==> config.mk <==
export PLATFORM = sky130hd
export DESIGN_NAME = tt_chisq_front
export DESIGN_NICKNAME = d
export VERILOG_FILES = /design/src/design/tt_chisq_pkg.sv /design/src/design/tt_chisq_front.sv
export SDC_FILE = /design/constraint.sdc
export NUM_CORES = 2
export LEC_CHECK = 0
export ABC_AREA = 1
export BUFFER_PORTS_ARGS = -buffer_cell sky130_fd_sc_hd__clkbuf_2
export CORE_MARGIN = 1
export CORE_UTILIZATION = 65
export DETAILED_ROUTE_END_ITERATION = 8
export GPL_TIMING_DRIVEN = 1
export PLACE_DENSITY = 0.9
export SETUP_SLACK_MARGIN = 0.05
export SYNTH_ARGS = -nofsm -noshare
export SYNTH_HDL_FRONTEND = slang
export SYNTH_SLANG_ARGS = --single-unit
==> constraint.sdc <==
create_clock -name i_clk -period 14.1 [get_ports i_clk]
set_input_delay 2.82 -clock i_clk [delete_from_list [all_inputs] [get_ports i_clk]]
set_output_delay 2.82 -clock i_clk [all_outputs]
set_load 0.01 [all_outputs]
==> src/design/tt_chisq_pkg.sv <==
`timescale 1ns / 1ps
// ----------------------------------------------------------------------------
// tt_chisq_pkg
// Shared constants for the trend chi-square core: field widths and the
// packing of the stream data words.
// ----------------------------------------------------------------------------
package tt_chisq_pkg;

    // Width of one count field on the input stream.
    localparam int FIELD_BITS  = 16;
    // Number of count fields in one table.
    localparam int NUM_FIELDS  = 6;
    // Width of the statistic and the number of quotient bits produced.
    localparam int STAT_BITS   = 34;
    // Stream data widths, padded to whole bytes.
    localparam int IN_TDATA_W  = FIELD_BITS * NUM_FIELDS;
    localparam int OUT_TDATA_W = ((STAT_BITS + 7) / 8) * 8;

endpackage

==> src/design/tt_chisq_front.sv <==
`timescale 1ns / 1ps
// ----------------------------------------------------------------------------
// tt_chisq_front
// First three pipeline stages: totals, the narrow products, then the
// variance term, the trend difference and the invalid flag.
// ----------------------------------------------------------------------------
module tt_chisq_front #(
    parameter int COUNT_BITS = 16
) (
    input  logic                              i_clk,
    input  logic                              i_rst_n,
    input  logic                              i_valid,
    output logic                              o_ready,
    input  logic [tt_chisq_pkg::FIELD_BITS-1:0] i_u0,
    input  logic [tt_chisq_pkg::FIELD_BITS-1:0] i_u1,
    input  logic [tt_chisq_pkg::FIELD_BITS-1:0] i_u2,
    input  logic [tt_chisq_pkg::FIELD_BITS-1:0] i_c0,
    input  logic [tt_chisq_pkg::FIELD_BITS-1:0] i_c1,
    input  logic [tt_chisq_pkg::FIELD_BITS-1:0] i_c2,
    output logic                              o_valid,
    input  logic                              i_ready,
    output logic [2*COUNT_BITS+3:0]           o_d,
    output logic [2*COUNT_BITS+6:0]           o_var,
    output logic [2*COUNT_BITS+3:0]           o_uc,
    output logic [COUNT_BITS+2:0]             o_n,
    output logic                              o_inv
);
    import tt_chisq_pkg::*;

    localparam int C   = COUNT_BITS;
    localparam int UB  = (C < FIELD_BITS) ? C : FIELD_BITS;
    localparam int AW  = C + 2;
    localparam int NW  = C + 3;
    localparam int TW  = C + 1;
    localparam int WW  = C + 4;
    localparam int SW  = C + 3;
    localparam int PW  = 2 * C + 4;
    localparam int S2W = 2 * C + 6;
    localparam int VW  = 2 * C + 7;

    // Counts reduced to the active width.
    logic [C-1:0] w_u0, w_u1, w_u2, w_c0, w_c1, w_c2;
    assign w_u0 = C'(i_u0[UB-1:0]);
    assign w_u1 = C'(i_u1[UB-1:0]);
    assign w_u2 = C'(i_u2[UB-1:0]);
    assign w_c0 = C'(i_c0[UB-1:0]);
    assign w_c1 = C'(i_c1[UB-1:0]);
    assign w_c2 = C'(i_c2[UB-1:0]);

    // Stage handshake: a stage loads when it is empty or drains forward.
    logic r_v1, r_v2, r_v3;
    logic w_rdy1, w_rdy2, w_rdy3;
    assign w_rdy3  = !r_v3 || i_ready;
    assign w_rdy2  = !r_v2 || w_rdy3;
    assign w_rdy1  = !r_v1 || w_rdy2;
    assign o_ready = w_rdy1;

    always_ff @(posedge i_clk) begin
        if (!i_rst_n) begin
            r_v1 <= 1'b0;
            r_v2 <= 1'b0;
            r_v3 <= 1'b0;
        end else begin
            if (w_rdy1) r_v1 <= i_valid;
            if (w_rdy2) r_v2 <= r_v1;
            if (w_rdy3) r_v3 <= r_v2;
        end
    end

    // Stage 1: row and column totals and the weighted sums.
    logic [AW-1:0] r1_ctl, r1_cas, r1_a, r1_b;
    logic [NW-1:0] r1_n;
    logic [WW-1:0] r1_w;
    logic [SW-1:0] r1_s1;
    logic [AW-1:0] n_ctl, n_cas;
    logic [TW-1:0] n_t1, n_t2;

    always_comb begin
        n_ctl = AW'(w_u0) + AW'(w_u1) + AW'(w_u2);
        n_cas = AW'(w_c0) + AW'(w_c1) + AW'(w_c2);
        n_t1  = TW'(w_u1) + TW'(w_c1);
        n_t2  = TW'(w_u2) + TW'(w_c2);
    end

    always_ff @(posedge i_clk) begin
        if (w_rdy1) begin
            r1_ctl <= n_ctl;
            r1_cas <= n_cas;
            r1_n   <= NW'(n_ctl) + NW'(n_cas);
            r1_w   <= WW'(n_t1) + (WW'(n_t2) << 2);
            r1_s1  <= SW'(n_t1) + (SW'(n_t2) << 1);
            r1_a   <= AW'(w_c1) + (AW'(w_c2) << 1);
            r1_b   <= AW'(w_u1) + (AW'(w_u2) << 1);
        end
    end

    // Stage 2: the narrow products.
    logic [VW-1:0]  r2_nw;
    logic [S2W-1:0] r2_s1sq;
    logic [PW-1:0]  r2_p, r2_q, r2_uc;
    logic [NW-1:0]  r2_n;

    always_ff @(posedge i_clk) begin
        if (w_rdy2) begin
            r2_nw   <= VW'(r1_n) * VW'(r1_w);
            r2_s1sq <= S2W'(r1_s1) * S2W'(r1_s1);
            r2_p    <= PW'(r1_ctl) * PW'(r1_a);
            r2_q    <= PW'(r1_cas) * PW'(r1_b);
            r2_uc   <= PW'(r1_ctl) * PW'(r1_cas);
            r2_n    <= r1_n;
        end
    end

    // Stage 3: variance term, absolute trend difference, invalid flag.
    logic [PW-1:0] r3_d, r3_uc;
    logic [VW-1:0] r3_var;
    logic [NW-1:0] r3_n;
    logic          r3_inv;

    always_ff @(posedge i_clk) begin
        if (w_rdy3) begin
            r3_var <= r2_nw - VW'(r2_s1sq);
            r3_d   <= (r2_p >= r2_q) ? (r2_p - r2_q) : (r2_q - r2_p);
            r3_uc  <= r2_uc;
            r3_n   <= r2_n;
            r3_inv <= (r2_uc == '0) || (r2_nw == VW'(r2_s1sq));
        end
    end

    assign o_valid = r_v3;
    assign o_d     = r3_d;
    assign o_var   = r3_var;
    assign o_uc    = r3_uc;
    assign o_n     = r3_n;
    assign o_inv   = r3_inv;

endmodule

==> results.cfg <==
[clock_tree]
ctsResizeCount = 0
cts-root-buf = clkbuf_16
clockBufferDepth = 3
clkTransAtPathRegs_ps = 60
numCtsBuffers = 56
postCtsSetupRepairBufs = 0
holdBufCountCts = 0
clock_latency_ps = 700
htreeDepth = 2
cts.sinks = 466
cts_tree = yes

[critical_path]
arrival_ps = 5120
reg2reg_depth = 22
cp.required_ps = 11280
critPathCaptureType = primary output
startpoint = i_ready
r2r_end = r2_s1sq[26]$_DFFE_PP_
cp_cell_sequence = clkbuf_2 > inv_1 > nand2_4 > nor2_1 > nand2_4 > clkbuf_2
cp_top_family = simple AND/OR/NAND/NOR gates
worst-setup-path-type = primary input to primary output
critical-path-max-stage-delay_ps = 770
critical_path.startpoint_type = primary input
crit_buf_inv = 3
r2r_start = r1_s1[8]$_DFFE_PP_
crit_slowest_cell = nand2_4
cp.depth = 6
crit_end = o_ready
crit_fanout = 72
reg2reg_slack_ps = 7260

[global_routing]
track_usage = 0.4061
first_global_vias = 76210
grt_pass1_wl_mm = 417.8
grt_max_degree = 82
antenna_found_initial = 12
grt-ovfl-total = 0

[placement]
placed_cells = 12500
hpwl_mm = 219.2
post-place-ws_ps = 6221
numPortBuffers = 232
place_congestion = 1.036

[final_layout]
seqCellArea_um2 = 13960
fin_cells = 12610
synthToLayoutAreaGrowth_pct = 5.154
layout-drive-gt1-share = 0.04279
multi_input_area_um2 = 59790
fillers = 10180
fin_nets = 13090

[logic_synthesis]
syn_avg_cell_area_um2 = 7.993
synth-seq-area-share = 0.1619
ys_seq_elements = 466
yosys.area.top_type_share = 0.3167
synth_area_leaders = fa_1 (32%), edfxtp_1 (16%), inv_1 (13%)
synth-edff-count = 463
synthArstFlopShare = 0
synth_cell_types = 54
ys_warn_count = 0
synth_cells = 10790
syn_area_um2 = 86230
syn_nets = 13080
synth.most_common_cell = inv_1
synth.top_cells.by_count = inv_1 (2922), nand2_1 (2787), fa_1 (1364)
yosysTopAreaCell = fa_1
synth-main-ff-cell = edfxtp_1

[detailed_routing]
drc = 0
via_per_inst = 5.689
drt_wl_total_mm = 267.0
drt_iter0_markers = 6757
via_count = 71710
ant_nets = 0
routedWlPerCell_um = 21.19
drtPass1Iterations = 9

[sta]
whs_ps = 405.6
slew_headroom = 0.2185
setup_viol = 0
rsz0062_at_grt = false
timing.final.crit_share = 0.5630
fin_tns_setup_ps = 0
slew_violations = 0
clock_skew_ps = 51.45
finalHoldViolCount = 0
finalWorstSetupSlack_ps = 6161
clock.fmax_mhz = 126.0
worst_pin_slew_ps = 1172
layout_min_cycle_time_ps = 7939

[die]
num_rows = 133
io_pins = 233
start_util = 0.6559
die_area_um2 = 134100
die_x_um = 366.2
coreArea_um2 = 131500
die_height_um = 366.2

[hold_path]
hold_class = register to register

[outcome]
outcome = completed

[job]
drv_cap = 0
[worst register-to-register path, stage by stage, from the launching register on]
cell	delay [ps]
edfxtp_1	1090
nand2_1	140
inv_1	190
fa_1	450
fa_1	530
inv_1	70
fa_1	550
inv_1	70
fa_1	520
inv_1	60
fa_1	440
fa_1	520
inv_1	40
ha_1	340
nand2_1	110
o21ai_0	170
inv_1	50
nand2_1	140
nand2_1	100
nand2_1	140
nand2_1	70
nand2_1	70
xor2_1	670
[per-stage QoR]
| step | utilization | area [um^2] |
|---|---|---|
| final | 0.6897 | 90670 |
| after global routing | 0.6897 | 90670 |
| after CTS | 0.6896 | 90660 |
| after detailed placement | 0.6752 | 88770 |
| after floorplan | - | 86230 |
| after global placement | 0.6752 | 88770 |
[cell usage in the layout (no fill, tap or decap), drive strengths merged, types with 88 or more instances in the layout]
cell type | netlist | layout
edfxtp | 463 | 463
nand2 | 2804 | 2804
a21oi | 469 | 469
xor2 | 236 | 236
nor2 | 413 | 413
nand3 | 247 | 247
clkbuf | 287 | 295
inv | 2931 | 2938
ha | 829 | 829
xnor2 | 88 | 88
o21ai | 272 | 272
fa | 1364 | 1364
[cells by family (layout without fill, tap and decap cells)]
family,Yosys count,count (layout),synth area share
buffers and inverters,3295,3350,0.1448
other,0,7,0
AO/OA/AOI/OAI,887,887,0.05589
flip-flops,466,466,0.1619
XOR/XNOR,324,324,0.03291
AND/OR/NAND/NOR,3623,3623,0.1675
adder cells (fa/ha/maj),2193,2193,0.4370
[worst min-delay path by stage]
| stage | to | startpoint | slack, ps | cells after the start |
|---|---|---|---|---|
| after floorplan | o_n[0]$_DFFE_PP_ | r2_n[0]$_DFFE_PP_ | 400 | 0 |
| after global placement | o_n[8]$_DFFE_PP_ | r2_n[8]$_DFFE_PP_ | 400 | 0 |
| after detailed placement | o_n[16]$_DFFE_PP_ | r2_n[16]$_DFFE_PP_ | 400 | 0 |
| after CTS | o_n[5]$_DFFE_PP_ | r2_n[5]$_DFFE_PP_ | 400 | 0 |
| after global routing | o_n[5]$_DFFE_PP_ | r2_n[5]$_DFFE_PP_ | 410 | 0 |
| final | o_n[5]$_DFFE_PP_ | r2_n[5]$_DFFE_PP_ | 410 | 0 |
[state kept, by name, summed over array words and instances, names as in the netlist, 18 cells and up]
register and count:
o_var 39, r2_nw 39, r2_s1sq 37, o_d 36, o_uc 36, r2_p 36, r2_q 36, r2_uc 36
r1_w 20, o_n 19, r1_n 19, r2_n 19, r1_a 18, r1_b 18, r1_cas 18, r1_ctl 18
r1_s1 18
[final cells by class]
type                    instances  share of cell area
inverters                    2932              0.1215
well taps                    1755             0.02422
multi-input cells            7027              0.6595
clock buffers                  63             0.01586
diodes                          7           0.0001932
clock inverters                38            0.004981
flip-flops and latches        466              0.1540
repair buffers                317             0.01984
[per-layer routing]
metal	GRT usage	vias to the layer above	wire (um)
met5	0	-	55
li1	-	32000	-
met3	0.07573	986	25770
met4	0.2321	8	17200
met2	0.6449	4009	121900
met1	0.5244	34700	102100
Power is left out: the tool's default activity adds up to more than one toggle a clock period on the data nets, which glitch-free logic cannot reach.
